===== src/design/mst_pkg.sv =====
package mst_pkg;

	localparam int TICK_W      = 16;
	localparam int ID_W        = 8;
	localparam int MAX_RESULTS = 16;
	localparam int FIRE_W      = $clog2(MAX_RESULTS + 1);

	typedef enum logic [1:0] {
		REQ_ADD    = 2'd0,
		REQ_CANCEL = 2'd1,
		REQ_WAIT   = 2'd2,
		REQ_TICK   = 2'd3
	} req_type_t;

	typedef enum logic [2:0] {
		ST_OK       = 3'd0,
		ST_INVALID  = 3'd1,
		ST_FULL     = 3'd2,
		ST_CANCELED = 3'd3,
		ST_BUSY     = 3'd4,
		ST_PENDING  = 3'd5
	} status_t;

	typedef enum logic [1:0] {
		MODE_RUNNING  = 2'd0,
		MODE_OVER     = 2'd1,
		MODE_CANCELED = 2'd2
	} mode_t;

	typedef struct packed {
		req_type_t         req_type;
		logic [TICK_W-1:0] seconds;
		logic [ID_W-1:0]   timer_id;
	} req_t;

	typedef struct packed {
		status_t         status;
		logic [ID_W-1:0] slot;
		logic            fired;
		logic            last;
	} rsp_t;

	typedef struct packed {
		mode_t             mode;
		logic [TICK_W-1:0] ticks;
	} entry_t;

	typedef enum logic [2:0] {
		S_IDLE,
		S_ADD,
		S_CHK_RD,
		S_CHK_EX,
		S_TICK,
		S_TICK_END,
		S_TICK_FLUSH
	} state_t;

	typedef struct packed {
		logic load;
		logic idx_inc;
		logic add_claim;
		logic add_full;
		logic chk_bad;
		logic chk_read;
		logic chk_exec;
		logic tick_rd;
		logic tick_flush;
	} ctrl_cmd_t;

	typedef struct packed {
		logic idx_last;
		logic idx_free;
		logic id_ok;
	} dp_stat_t;

endpackage


===== src/design/multi_slot_timer_table.sv =====
// Channel   Handshake                Payload  Notes
// request   start & !busy            req      add / cancel / wait / tick
// response  rsp_valid (1-cycle beat) rsp      one beat per result, last marks end
//
// Add scans slots from 0 and claims the lowest free slot, or answers full after the last.
// Cancel and wait check the id, then read the table and act on it; a tick walks the
// single-port slot memory one slot per cycle, then evaluates the last slot and flushes.
// Reset clears the used bits, so the table is empty at once; no clearing pass.
// The response side cannot stall: every beat is shown for exactly one cycle.
module multi_slot_timer_table
	import mst_pkg::*;
#(
	parameter int NUM_TIMERS = 16
) (
	input  logic clk,
	input  logic arst_n,
	input  logic start,
	output logic busy,
	input  req_t req,
	output rsp_t rsp,
	output logic rsp_valid
);

	ctrl_cmd_t cmd;
	dp_stat_t  stat;

	// sequencer: one item at a time, walks slots for add and tick
	mst_ctrl u_ctrl (
		.clk      (clk),
		.arst_n   (arst_n),
		.start    (start),
		.req_type (req.req_type),
		.stat     (stat),
		.cmd      (cmd),
		.busy     (busy)
	);

	// slot memory, used bits, fire hold register and result beat register
	mst_dpath #(
		.NUM_TIMERS (NUM_TIMERS)
	) u_dpath (
		.clk       (clk),
		.arst_n    (arst_n),
		.req       (req),
		.cmd       (cmd),
		.stat      (stat),
		.rsp       (rsp),
		.rsp_valid (rsp_valid)
	);

endmodule


===== src/design/mst_ctrl.sv =====
module mst_ctrl
	import mst_pkg::*;
(
	input  logic      clk,
	input  logic      arst_n,
	input  logic      start,
	input  req_type_t req_type,
	input  dp_stat_t  stat,
	output ctrl_cmd_t cmd,
	output logic      busy
);

	state_t state_q, state_d;

	always_ff @(posedge clk or negedge arst_n) begin
		if (!arst_n) begin
			state_q <= S_IDLE;
		end else begin
			state_q <= state_d;
		end
	end

	always_comb begin
		state_d = state_q;
		cmd     = '0;
		busy    = (state_q != S_IDLE);
		case (state_q)
			S_IDLE: begin
				if (start) begin
					cmd.load = 1'b1;
					case (req_type)
						REQ_ADD:    state_d = S_ADD;
						REQ_CANCEL: state_d = S_CHK_RD;
						REQ_WAIT:   state_d = S_CHK_RD;
						default:    state_d = S_TICK;
					endcase
				end
			end
			S_ADD: begin
				if (stat.idx_free) begin
					cmd.add_claim = 1'b1;
					state_d       = S_IDLE;
				end else if (stat.idx_last) begin
					cmd.add_full = 1'b1;
					state_d      = S_IDLE;
				end else begin
					cmd.idx_inc = 1'b1;
				end
			end
			S_CHK_RD: begin
				if (!stat.id_ok) begin
					cmd.chk_bad = 1'b1;
					state_d     = S_IDLE;
				end else begin
					cmd.chk_read = 1'b1;
					state_d      = S_CHK_EX;
				end
			end
			S_CHK_EX: begin
				cmd.chk_exec = 1'b1;
				state_d      = S_IDLE;
			end
			S_TICK: begin
				cmd.tick_rd = 1'b1;
				if (stat.idx_last) begin
					state_d = S_TICK_END;
				end else begin
					cmd.idx_inc = 1'b1;
				end
			end
			S_TICK_END: begin
				// last slot is evaluated in the datapath this cycle
				state_d = S_TICK_FLUSH;
			end
			S_TICK_FLUSH: begin
				cmd.tick_flush = 1'b1;
				state_d        = S_IDLE;
			end
			default: begin
				state_d = S_IDLE;
			end
		endcase
	end

endmodule


===== src/design/mst_dpath.sv =====
module mst_dpath
	import mst_pkg::*;
#(
	parameter int NUM_TIMERS = 16
) (
	input  logic      clk,
	input  logic      arst_n,
	input  req_t      req,
	input  ctrl_cmd_t cmd,
	output dp_stat_t  stat,
	output rsp_t      rsp,
	output logic      rsp_valid
);

	localparam int IW = (NUM_TIMERS > 1) ? $clog2(NUM_TIMERS) : 1;

	req_t              req_q;
	logic [IW-1:0]     idx_q;
	logic [NUM_TIMERS-1:0] used_q;
	entry_t            mem [NUM_TIMERS];
	entry_t            rd_data_s1;
	logic              tick_s1;
	logic [IW-1:0]     idx_s1;
	logic [FIRE_W-1:0] fire_cnt_q;
	logic              hold_valid_q;
	logic [IW-1:0]     hold_slot_q;
	rsp_t              rsp_q;
	logic              rsp_valid_q;

	logic [IW-1:0] id_idx;
	logic          id_in;
	logic [IW-1:0] rd_addr;
	logic          rd_en;
	logic          wr_en;
	logic [IW-1:0] wr_addr;
	entry_t        wr_data;
	logic          running;
	logic          expire;
	logic          fire;
	logic          emit;
	rsp_t          emit_rsp;

	assign id_idx = req_q.timer_id[IW-1:0];
	assign id_in  = ({1'b0, req_q.timer_id} < (ID_W+1)'(NUM_TIMERS));

	assign stat.id_ok    = id_in && used_q[id_idx];
	assign stat.idx_last = (idx_q == IW'(NUM_TIMERS - 1));
	assign stat.idx_free = !used_q[idx_q];

	assign rd_addr = cmd.chk_read ? id_idx : idx_q;
	assign rd_en   = cmd.chk_read | cmd.tick_rd;

	// tick evaluation of the slot read in the previous cycle
	assign running = tick_s1 && used_q[idx_s1] && (rd_data_s1.mode == MODE_RUNNING);
	assign expire  = running && (rd_data_s1.ticks <= TICK_W'(1));
	assign fire    = expire && (fire_cnt_q < FIRE_W'(MAX_RESULTS));

	always_comb begin
		wr_en   = 1'b0;
		wr_addr = idx_q;
		wr_data = rd_data_s1;
		if (cmd.add_claim) begin
			wr_en         = 1'b1;
			wr_data.mode  = MODE_RUNNING;
			wr_data.ticks = req_q.seconds;
		end else if (cmd.chk_exec && req_q.req_type == REQ_CANCEL
				&& rd_data_s1.mode != MODE_CANCELED && rd_data_s1.mode != MODE_OVER) begin
			wr_en        = 1'b1;
			wr_addr      = id_idx;
			wr_data.mode = MODE_CANCELED;
		end else if (running) begin
			wr_en   = 1'b1;
			wr_addr = idx_s1;
			if (!expire) begin
				wr_data.ticks = rd_data_s1.ticks - TICK_W'(1);
			end else if (fire) begin
				wr_data.mode  = MODE_OVER;
				wr_data.ticks = '0;
			end else begin
				// past the result cap: stays running at zero, fires next tick
				wr_data.ticks = '0;
			end
		end
	end

	always_ff @(posedge clk) begin
		if (rd_en) begin
			rd_data_s1 <= mem[rd_addr];
		end
		if (wr_en) begin
			mem[wr_addr] <= wr_data;
		end
	end

	always_comb begin
		emit     = 1'b0;
		emit_rsp = '{status: ST_OK, slot: '0, fired: 1'b0, last: 1'b1};
		if (cmd.add_claim) begin
			emit          = 1'b1;
			emit_rsp.slot = ID_W'(idx_q);
		end else if (cmd.add_full) begin
			emit            = 1'b1;
			emit_rsp.status = ST_FULL;
		end else if (cmd.chk_bad) begin
			emit            = 1'b1;
			emit_rsp.status = ST_INVALID;
		end else if (cmd.chk_exec) begin
			emit = 1'b1;
			if (req_q.req_type == REQ_CANCEL) begin
				if (rd_data_s1.mode == MODE_CANCELED) begin
					emit_rsp.status = ST_CANCELED;
				end else if (rd_data_s1.mode == MODE_OVER) begin
					emit_rsp.status = ST_BUSY;
				end
			end else if (rd_data_s1.mode == MODE_RUNNING) begin
				emit_rsp.status = ST_PENDING;
			end
		end else if (fire && hold_valid_q) begin
			emit           = 1'b1;
			emit_rsp.slot  = ID_W'(hold_slot_q);
			emit_rsp.fired = 1'b1;
			emit_rsp.last  = 1'b0;
		end else if (cmd.tick_flush) begin
			emit = 1'b1;
			if (hold_valid_q) begin
				emit_rsp.slot  = ID_W'(hold_slot_q);
				emit_rsp.fired = 1'b1;
			end
		end
	end

	always_ff @(posedge clk) begin
		if (cmd.load) begin
			req_q <= req;
		end
		if (emit) begin
			rsp_q <= emit_rsp;
		end
		if (fire) begin
			hold_slot_q <= idx_s1;
		end
		idx_s1 <= idx_q;
	end

	always_ff @(posedge clk or negedge arst_n) begin
		if (!arst_n) begin
			idx_q        <= '0;
			used_q       <= '0;
			tick_s1      <= 1'b0;
			fire_cnt_q   <= '0;
			hold_valid_q <= 1'b0;
			rsp_valid_q  <= 1'b0;
		end else begin
			rsp_valid_q <= emit;
			tick_s1     <= cmd.tick_rd;
			if (cmd.load) begin
				idx_q        <= '0;
				fire_cnt_q   <= '0;
				hold_valid_q <= 1'b0;
			end else begin
				if (cmd.idx_inc) begin
					idx_q <= idx_q + IW'(1);
				end
				if (fire) begin
					fire_cnt_q   <= fire_cnt_q + FIRE_W'(1);
					hold_valid_q <= 1'b1;
				end else if (cmd.tick_flush) begin
					hold_valid_q <= 1'b0;
				end
			end
			if (cmd.add_claim) begin
				used_q[idx_q] <= 1'b1;
			end
			if (cmd.chk_exec && req_q.req_type == REQ_WAIT
					&& rd_data_s1.mode != MODE_RUNNING) begin
				used_q[id_idx] <= 1'b0;
			end
		end
	end

	assign rsp       = rsp_q;
	assign rsp_valid = rsp_valid_q;

	a_fire_cap: assert property (@(posedge clk) disable iff (!arst_n)
		fire_cnt_q <= FIRE_W'(MAX_RESULTS))
		else $error("fire count past result cap");

	a_one_port: assert property (@(posedge clk) disable iff (!arst_n)
		!(cmd.chk_read && cmd.tick_rd))
		else $error("two reads issued in one cycle");

	a_flush_clears: assert property (@(posedge clk) disable iff (!arst_n)
		cmd.tick_flush |=> !hold_valid_q)
		else $error("held fired result survived flush");

	a_claim_used: assert property (@(posedge clk) disable iff (!arst_n)
		cmd.add_claim |=> used_q[$past(idx_q)])
		else $error("claimed slot not marked used");

	a_fired_ok: assert property (@(posedge clk) disable iff (!arst_n)
		rsp_valid_q && rsp_q.fired |-> rsp_q.status == ST_OK)
		else $error("fired result with error status");

endmodule

===== config.mk =====
export PLATFORM = sky130hd
export DESIGN_NAME = multi_slot_timer_table
export DESIGN_NICKNAME = d
export VERILOG_FILES = /design/src/design/mst_pkg.sv /design/src/design/multi_slot_timer_table.sv /design/src/design/mst_ctrl.sv /design/src/design/mst_dpath.sv
export SDC_FILE = /design/constraint.sdc
export NUM_CORES = 1
export LEC_CHECK = 0
export ABC_CLOCK_PERIOD_IN_PS = 10000
export BUFFER_PORTS_ARGS = -buffer_cell sky130_fd_sc_hd__buf_2
export CORE_MARGIN = 3
export CORE_UTILIZATION = 45
export CTS_CLUSTER_SIZE = 8
export DETAILED_ROUTE_END_ITERATION = 16
export MAX_ROUTING_LAYER = met4
export PLACE_DENSITY = 0.58
export SETUP_SLACK_MARGIN = 0.05
export SLEW_MARGIN = 20
export SYNTH_ARGS = -nofsm -noshare
export SYNTH_HDL_FRONTEND = slang
export SYNTH_SLANG_ARGS = --single-unit

===== constraint.sdc =====
create_clock -name clk -period 10 [get_ports clk]
set_input_delay 2 -clock clk [delete_from_list [all_inputs] [get_ports clk]]
set_output_delay 2 -clock clk [all_outputs]
set_load 0.05 [all_outputs]

Word level (Yosys, flattened, before mapping)
Memory sizes are Yosys's and may differ from the RTL's. A register that Yosys moved wholly into a read port is not among the register bits.
Cells that the tools add are included.
{"block": "totals", "regBits": 78, "latchBits": 0, "ram_bits": 288, "romBits": 0, "inputBits": 29, "out_inout_bits": 15, "word_cells": 160, "n_memories": 1}
{"memory": "u_dpath.mem", "words": 16, "width": 18, "rd": 1, "rd_clocked_by_memory_dff": 1, "write_ports": 1, "line_no": "mst_dpath.sv:20", "source": "entry_t mem [NUM_TIMERS];"}
{"block": "op_classes", "addsub": 3, "mul": 0, "div_mod_pow": 0, "magnitude_cmp": 8, "eq_ne": 18, "shifts": 0, "muxes": 78, "bitwise": 6, "n_reduce_logical": 27}
{"operator": "two-way mux 16 bit", "count": 4}
{"operator": "two-way mux 18 bit", "count": 2}
{"operator": "two-way mux 1 bit", "count": 32}
{"operator": "two-way mux 4 bit", "count": 7}
{"operator": "two-way mux 5 bit", "count": 5}
{"operator": "two-way mux 3 bit", "count": 8}
{"operator": "two-way mux 2 bit", "count": 9}
{"operator": "two-way mux 6 bit", "count": 3}
{"operator": "AND 16 bit", "count": 1}
{"operator": "<= comparator 16 x 1 -> 1 bit (second input constant)", "count": 1}
{"operator": "NOT 16 bit", "count": 1}
{"operator": "bitwise OR 16 bit", "count": 1}
{"operator": "subtractor 16 x 1 -> 16 bit (second input constant)", "count": 1}
{"operator": "less-than comparator 4 x 5 -> 1 bit (second input constant)", "count": 3}
{"operator": "case mux 3 bit (5 select lines)", "count": 1}
{"operator": "logical AND 1 bit", "count": 13}
{"operator": "binary-select mux 1 bit (select 4 bit)", "count": 3}
{"operator": "== test 3 bit (second input constant)", "count": 3}
{"operator": "demux 1 bit (select 4 bit)", "count": 2}
{"operator": ">= comparator 4 x 1 -> 1 bit (second input constant)", "count": 2}
{"operator": "less-than comparator 8 x 5 -> 1 bit (second input constant)", "count": 1}
{"operator": "OR reduction 4 bit", "count": 2}
{"operator": "== test 2 x 1 -> 1 bit (second input constant)", "count": 3}
{"operator": "== test 2 bit (second input constant)", "count": 3}
{"operator": "other kinds (20)", "count": 29}

Longest topological paths before layout
Gate-level depths: netlist (run 1).
{"block": "depth", "depth_word": 12, "depth_mapped": 11, "ltp_nobuf": 9}

By module
A second synthesis (run 1) with hierarchy kept.
{"block": "unflattened", "cells_unflattened": 949, "area_unflattened_um2": 15980.3}
{"module": "mst_dpath", "n_inst": 1, "cells_per_inst": 909, "area_each_um2": 15683.8, "seq_area_each_um2": 11140.7}
{"module": "mst_ctrl", "n_inst": 1, "cells_per_inst": 40, "area_each_um2": 296.5, "seq_area_each_um2": 75.1}

Least setup slack after synthesis (run 1)
Ideal clock, no wire load.
{"block": "synth_timing", "path_kind": "reg-to-reg", "from": "reg u_dpath.idx_s1[0]", "to": "mem u_dpath.mem[0][0] in the netlist's numbering (enable)", "setup_ns": 0.416, "arrival_time_ns": 3.507, "required_ns": 9.584, "slack_ns": 6.077, "path_stages_with_launch": 8, "path_buffers": 0, "period_less_slack_ns": 3.923, "path_cell_list": "dfxtp_1 mux4_2 mux2_2 and4_1 o21ai_1 o221ai_1 or2_1 nor3_1"}
{"block": "synth_between", "elab_chain_cells": 9, "elab_cells_between_ends": 12, "classes_between": "mux (10); reduce/logical (2)"}
{"item": "from (decl)", "line_no": "mst_dpath.sv:23", "source": "logic [IW-1:0] idx_s1;"}
{"item": "from (signal assigned)", "line_no": "mst_dpath.sv:142", "source": "idx_s1 <= idx_q;"}
{"item": "binary-select mux 1 bit (select 4 bit)", "line_no": "mst_dpath.sv:54", "source": "assign running = tick_s1 && used_q[idx_s1] && (rd_data_s1.mode == MODE_RUNNING);"}
{"item": "two-way mux 1 bit (not written as such)", "line_no": "mst_dpath.sv:54"}
{"item": "logical AND 1 bit (2 in a row)", "line_no": "mst_dpath.sv:54"}
{"item": "two-way mux 1 bit", "line_no": "mst_dpath.sv:71", "source": "end else if (running) begin"}
{"item": "two-way mux 1 bit", "line_no": "mst_dpath.sv:66", "source": "end else if (cmd.chk_exec && req_q.req_type == REQ_CANCEL"}
{"item": "two-way mux 1 bit", "line_no": "mst_dpath.sv:62", "source": "if (cmd.add_claim) begin"}
{"item": "two-way mux 1 bit", "line_no": "mst_dpath.sv:90", "source": "if (wr_en) begin"}
{"item": "two-way mux 1 bit (not written as such)", "line_no": "mst_dpath.sv:91", "source": "mem[wr_addr] <= wr_data;"}
{"item": "to (decl)", "line_no": "mst_dpath.sv:20"}
Parallel ways exist; a longest one is shown, timed or not. The select of a mux whose other input is x is not followed.

Final worst setup path (run 1)
{"block": "layout_timing", "from": "reg u_dpath.req_q[7] in the netlist's numbering", "to": "reg, netlist name u_dpath.rd_data_s1[11]"}
{"block": "layout_between", "elab_chain_cells": 5, "elab_cells_between_ends": 6, "classes_between": "order compare (1); mux (3); bitwise (1); reduce/logical (1)"}
{"item": "from (decl)", "line_no": "mst_dpath.sv:17", "source": "req_t req_q;"}
{"item": "from (signal assigned)", "line_no": "mst_dpath.sv:134", "source": "req_q <= req;"}
{"item": "less-than comparator 8 x 5 -> 1 bit (*)", "line_no": "mst_dpath.sv:44", "source": "assign id_in = ({1'b0, req_q.timer_id} < (ID_W+1)'(NUM_TIMERS));"}
{"item": "logical AND 1 bit (*)", "line_no": "mst_dpath.sv:46", "source": "assign stat.id_ok = id_in && used_q[id_idx];"}
{"item": "two-way mux 1 bit (*)", "line_no": "mst_ctrl.sv:51", "source": "if (!stat.id_ok) begin"}
{"item": "two-way mux 2 bit (*)", "line_no": "mst_ctrl.sv:27", "source": "case (state_q)"}
{"item": "two-way mux 4 bit or bitwise OR 1 bit (tied branches)", "line_no": "mst_dpath.sv:50, mst_dpath.sv:51"}
Every way passes the cells marked *; elsewhere a longest branch is shown, timed or not.
A chain may end at the register's enable or synchronous reset.

==> reports/metrics.cfg, run 1 <==
[synth]
synth_compound_area_frac=0.07208
ys_seq_area_frac=0.7023
synth-edff-count=345
syn_area_um2=15970
synth_flop_cell=edfxtp_1
yosys.area.top_type_share=0.6488
ys_types=75
synth-xor-area-share=0.01097
synth_top_family_by_area=multiplexers
synthSimpleGateAreaFrac=0.06550
yosysWarnings=0
synthMuxAreaShare=0.1153
synth_seq_cells=380
synthAdderAreaFrac=0.007052
synthTopCellsByArea=edfxtp_1 65%, mux2i_1 9.9%, dfrtp_1 4.9%
synth-async-reset-ratio=0.08158
synth_cells=1009
synth_top_cell_by_area=edfxtp_1
syn_area_per_cell_um2=15.83

[route]
avgViaCountPerCell=6.052
drt-initial-drc-count=861
first_pass_iters=5
vias=9429
remaining_drc_errors=0
drt_wl_total_mm=41.76
post_drt_wl_per_cell_um=26.80
final_antenna_net_count=0

[cts]
cts_buffer_depth=3
cts.sinks=380
post-cts-setup-buffer-count=0
ctsHoldBuffers=0
cts_buffers=53
root_buffer=clkbuf_16
clkLatencyLatePin_ns=0.60
cts_resized=0
clkTransAtPathRegs_ns=0.06
cts_tree=yes
htree_levels=2

[run_status]
status=complete, no violations

[worst_setup_path]
crit_type=register to register
crit_family=simple AND/OR/NAND/NOR gates
cpPeakStageDelay_ns=0.79
cp_common_cell=buf_4
end_kind=register
cp_slowest_cell=nor4b_4
worst_r2r_endpoint=u_dpath.rd_data_s1[11]
crit_fanout=49
r2r-start=u_dpath.req_q[7]
arrival_ns=5.06
critPathBufInv=2
crit_required_ns=10.33
crit_chain=nor4_4 > nor4b_4 > a31oi_1 > o22ai_4 > buf_4 > buf_4 > mux2i_1 > o22ai_1 > or4_1
reg2regPathDepth=9
r2r_slack_ns=5.27
worstSetupStartpointType=register

[timing]
setup_violations=0
fin_crit_ns=4.726
drv_slew=0
fin_crit_sh=0.4726
rsz0062_at_grt=false
tns_ns=0
fmaxAchievable_mhz=211.6
slew_headroom=0.2239
hold_ws_ns=0.5163
worstMarginPinSlew_ns=1.164
hold_violations=0
skew_ns=0.03108

[placed_design]
finalWeightedCongestion=0.8745
dp_hpwl_mm=23.98
io_buffer_count=39

[worst_hold_path]
hold_path_end=u_dpath.fire_cnt_q[4]
min_from=u_dpath.fire_cnt_q[4]
hold_depth=2
min-delay-path-class=register to register

[floorplanning]
rows=68
core_area_um2=34800
dieArea_um2=37780
start_util=0.4589
io_pins=44
die_y_um=194.4
die_x_um=194.4

[global_route]
grt_first_pass_wirelength_mm=61.58
grt_max_degree=57
grt_pass1_vias=9247
antenna_found_initial=0
overflow=0
grtUsageTotal=0.2267

[pwr]
leakage_nw=6.815
ir_drop_uv=177.8
powerDensity_nw_per_um2=276.5
power.total_mw=5.053

[final_layout]
drive_gt1_frac=0.1686
fin_nets=1131
fill_cells=2821
area_growth_pct=14.44
fin_util=0.5252
antenna_cells=0
final_common_cell=edfxtp_1
final_cell_mix=345 x edfxtp_1, 158 x mux2i_1, 73 x o22ai_1

[run]
cap_violations=0

==> worst max path at each step <==
stage	start	end	slack, ns	cells past startpoint
floorplan	u_dpath.idx_s1[0]	u_dpath.mem[0][0]	6.08	7
global placement	u_dpath.req_q[7]	u_dpath.rd_data_s1[11]	5.27	9
detailed placement	u_dpath.req_q[7]	u_dpath.rd_data_s1[12]	5.27	9
CTS	u_dpath.req_q[7]	u_dpath.rd_data_s1[2]	5.23	9
global route	u_dpath.req_q[7]	u_dpath.rd_data_s1[13]	5.02	9
finish	u_dpath.req_q[7]	u_dpath.rd_data_s1[11]	5.27	9
==> synth_stat cells, types with 3 or more instances <==
library cell	instances
buf_2	15
dfxtp_1	4
clkbuf_1	13
nor4_1	6
nand4_1	9
a22o_1	3
a41oi_2	5
or4_1	19
nand2_1	40
nand2b_1	3
or3_1	3
xor2_1	13
xnor2_1	7
a31oi_1	7
a21oi_1	39
buf_4	9
o22ai_1	74
nor3_1	30
ha_1	9
buf_6	5
nor2_1	36
and3_1	3
a22oi_1	4
mux4_2	8
edfxtp_1	345
and4_1	3
o21ai_0	23
mux2i_1	158
clkbuf_8	7
nor4b_1	3
inv_1	11
nand3_1	6
nor2b_1	6
dfrtp_1	31
mux2_2	3
==> per-layer routing <==
metal	vias up	wire [um]	global-route usage	part of all wire
met5	-	0	-	0
met4	0	1132	0.07686	0.027
met3	73	3139	0.04403	0.075
met2	408	19530	0.3462	0.47
met1	4788	17950	0.3084	0.43
li1	4160	-	-	-
==> layout make-up <==
type	count	area (um^2)	area share
sequential	380	11220	0.6137
timing repair buffer	78	495.5	0.02711
clock inverter	4	98.84	0.005409
multi-input combinational	569	4498	0.2461
tap	455	569.3	0.03115
clock buffer	61	1356	0.07422
inverter	11	41.29	0.002259
==> power by group <==
group	switching (mW)	internal (mW)	leakage (nW)
sequential	0.153	2.08	3.58
combinational	0.799	0.410	2.53
clock	0.637	0.969	0.704
total	1.59	3.46	6.82
==> per-stage QoR <==
| step | instances | setup slack (ns) | area (um^2) |
|---|---|---|---|
| floorplan | 1012 | 6.077 | 15980 |
| global placement | 1492 | 5.272 | 16800 |
| detailed placement | 1492 | 5.272 | 16800 |
| CTS | 1557 | 5.227 | 18260 |
| global route | 1558 | 5.019 | 18280 |
| finish | 1558 | 5.274 | 18280 |
==> flip-flops by register name, summed over array words and instances (netlist names) <==
signal                count
u_ctrl.state_q            3
u_dpath.fire_cnt_q        5
u_dpath.mem             288
u_dpath.hold_slot_q       4
u_dpath.idx_q             4
u_dpath.idx_s1            4
u_dpath.rsp_valid         1
u_dpath.rd_data_s1       18
u_dpath.rsp               9
u_dpath.id_idx            4
u_dpath.used_q           16
u_dpath.hold_valid_q      1
u_dpath.req_q            22
u_dpath.tick_s1           1
==> worst min-delay path, cell delays in order (launching register included) <==
cell     delay (ns)
dfrtp_1        0.35
nor2_1         0.05
nor2_1         0.07
==> logic make-up (layout without fill, tap and decap cells) <==
| logic type | Yosys count | after routing |
|---|---|---|
| compound gates | 177 | 177 |
| xor+xnor | 20 | 20 |
| fa+ha+maj | 9 | 9 |
| buf+inv | 63 | 154 |
| flops | 380 | 380 |
| mux | 171 | 171 |
| other cells | 1 | 4 |
| simple gates | 188 | 188 |
Note: power is estimated with default switching activity, not from simulation.
==> run 2, diff against run 1 <==
ABC_CLOCK_PERIOD_IN_PS = 4800   (was 10000)
clock period = 4.8 ns   (was 10 ns; I/O delays follow)
==> run 2 against run 1 <==
  * Design area is 0.90% higher
  * Via count is 0.49% lower
  * Combinational power is 110% higher
  * Critical path type unchanged
  * Critical path depth is 1 lower
  * Power is 110% higher
  * Maximum frequency is 15% higher
  * Highest routed layer unchanged
==> reports/metrics.cfg, run 2 (synthesis results as in run 1) <==
[run_status]
status=complete, no violations

[floorplanning]
io_pins=44  ; unchanged
rows=68  ; unchanged
dieArea_um2=37780  ; unchanged
core_area_um2=34800  ; unchanged
die_y_um=194.4  ; unchanged
start_util=0.4589  ; unchanged
die_x_um=194.4  ; unchanged

[timing]
slew_headroom=0.2915  ; +0.06759
drv_slew=0  ; unchanged
skew_ns=0.02339  ; -0.007684 ns
rsz0062_at_grt=false
fin_crit_sh=0.8569  ; +0.3844
tns_ns=0  ; unchanged
hold_violations=0  ; unchanged
fin_crit_ns=4.113  ; -0.6125 ns
worstMarginPinSlew_ns=1.057  ; -0.1071 ns
setup_violations=0  ; unchanged
fmaxAchievable_mhz=243.1  ; +15%

[final_layout]
fin_util=0.5299  ; +0.004710
area_growth_pct=15.47
top_register=u_dpath.mem
final_common_cell=edfxtp_1
fin_nets=1160  ; +2.6%
drive_gt1_frac=0.1890  ; +0.02041
final_cells=1587  ; +1.9%
reg_top3=u_dpath.mem (288), u_dpath.req_q (22), u_dpath.rd_data_s1 (18)
final_cell_mix=345 x edfxtp_1, 158 x mux2i_1, 73 x o22ai_1
regArea_um2=11220  ; unchanged
largest_reg_flops=288  ; unchanged
antenna_cells=0  ; unchanged
fill_cells=2832  ; +0.39%
multiInputGateArea_um2=4438  ; -1.3%

[worst_setup_path]
end_kind=register
crit_type=register to register
crit_fanout=10  ; -80%
worstSetupStartpointType=register
r2r_slack_ns=0.69  ; -4.59 ns
crit_required_ns=5.08  ; -5.25 ns
arrival_ns=4.39  ; -0.67 ns

[cts]
cts_resized=0  ; unchanged
cts_tree=yes
post-cts-setup-buffer-count=0  ; unchanged
htree_levels=2  ; unchanged
cts.sinks=380  ; unchanged
cts_buffer_depth=3  ; unchanged
clkLatencyLatePin_ns=0.59  ; about the same
clkTransAtPathRegs_ns=0.05  ; about the same
root_buffer=clkbuf_16
ctsHoldBuffers=0  ; unchanged
cts_buffers=53  ; unchanged

[worst_hold_path]
min-delay-path-class=input pin to async pin

[global_route]
antenna_found_initial=0  ; unchanged
grt_max_degree=64  ; +12%
overflow=0  ; unchanged
grt_pass1_vias=9285  ; +0.41%
grt_first_pass_wirelength_mm=59.71  ; -3.0%
grtUsageTotal=0.2181  ; -0.008538

[run]
cap_violations=0  ; unchanged

[pwr]
leakage_nw=6.967  ; +2.2%
powerDensity_nw_per_um2=568.9  ; +110%
ir_drop_uv=314.6  ; +77%

[placed_design]
io_buffer_count=39  ; unchanged
finalWeightedCongestion=0.9575  ; +9.5%
dp_hpwl_mm=24.98  ; +4.2%
dp_cells=1522  ; +2.0%

[route]
remaining_drc_errors=0  ; unchanged
avgViaCountPerCell=5.912  ; -2.3%
first_pass_iters=5  ; unchanged
vias=9383  ; -0.49%
drt_wl_total_mm=40.12  ; -3.9%
post_drt_wl_per_cell_um=25.28  ; -5.7%
final_antenna_net_count=0  ; unchanged
drt-initial-drc-count=737  ; -14%

## run 2: changes by cell type in the layout (fill, tap and decap cells not counted), moves of 2 or more
cell	delta
a41oi_2	+5
a41oi_4	-5
buf_12	+3
buf_4	+27
clkinv_16	-2
## run 2: cell type report
cell class | count | area share
flip-flops and latches | 380 | 0.6083
multi-input cells | 569 | 0.2407
clock buffers | 62 | 0.07546
repair buffers | 107 | 0.04031
well taps | 455 | 0.03087
inverters | 11 | 0.002239
clock inverters | 3 | 0.002171
## run 2: through the flow
step | hold WS [ns] | instance area (um^2) | total power [mW] | setup slack [ns]
after floorplan | 0.3943 | 15980 | 6.308 | 0.8772
after global placement | 0.5025 | 17010 | 7.232 | 0.7985
after detailed placement | 0.5178 | 17010 | 7.262 | 0.7296
after CTS | 0.4369 | 18440 | 10.58 | 0.7033
after global routing | 0.4821 | 18440 | 10.95 | 0.4742
final | 0.4468 | 18440 | 10.49 | 0.6866
## run 2: path summary, 6_finish.rpt
kind	startpoint	endpoint	depth (start not counted)
setup reg to reg	u_dpath.idx_s1[0]	u_dpath.mem[13][14]	8
min in group clk	u_dpath.fire_cnt_q[4]	u_dpath.fire_cnt_q[4]	2
max in group asynchronous	arst_n	u_dpath.hold_valid_q	1
setup / recovery	u_dpath.idx_s1[0]	u_dpath.mem[13][14]	8
hold / removal	arst_n	u_dpath.rsp_valid	1
hold reg to reg	u_dpath.fire_cnt_q[4]	u_dpath.fire_cnt_q[4]	2
## run 2: layer usage
layer	part of all wire	track usage	vias to the layer above	wire length, um
met1	0.44	0.2988	4734	17760
met2	0.46	0.3255	339	18530
met5	0	-	-	0
met3	0.058	0.04039	93	2344
li1	-	-	4217	-
met4	0.037	0.08803	0	1485
## run 2: report_power, final
| group | total [mW] | internal (mW) | switching (mW) |
|---|---|---|---|
| combinational | 2.58 | 0.901 | 1.68 |
| clock | 3.29 | 2.00 | 1.29 |
| sequential | 4.62 | 4.34 | 0.278 |
| total | 10.5 | 7.24 | 3.24 |
## run 2: worst max-delay path, cell delays in order, from the launching register on
cell and delay, ns:
dfxtp_1 0.52, mux4_2 0.55, mux2_2 0.30, and4_1 0.25, o21ai_1 0.36, o22a_1 0.23, o22ai_1 0.30, nor3_2 0.94
buf_4 0.34
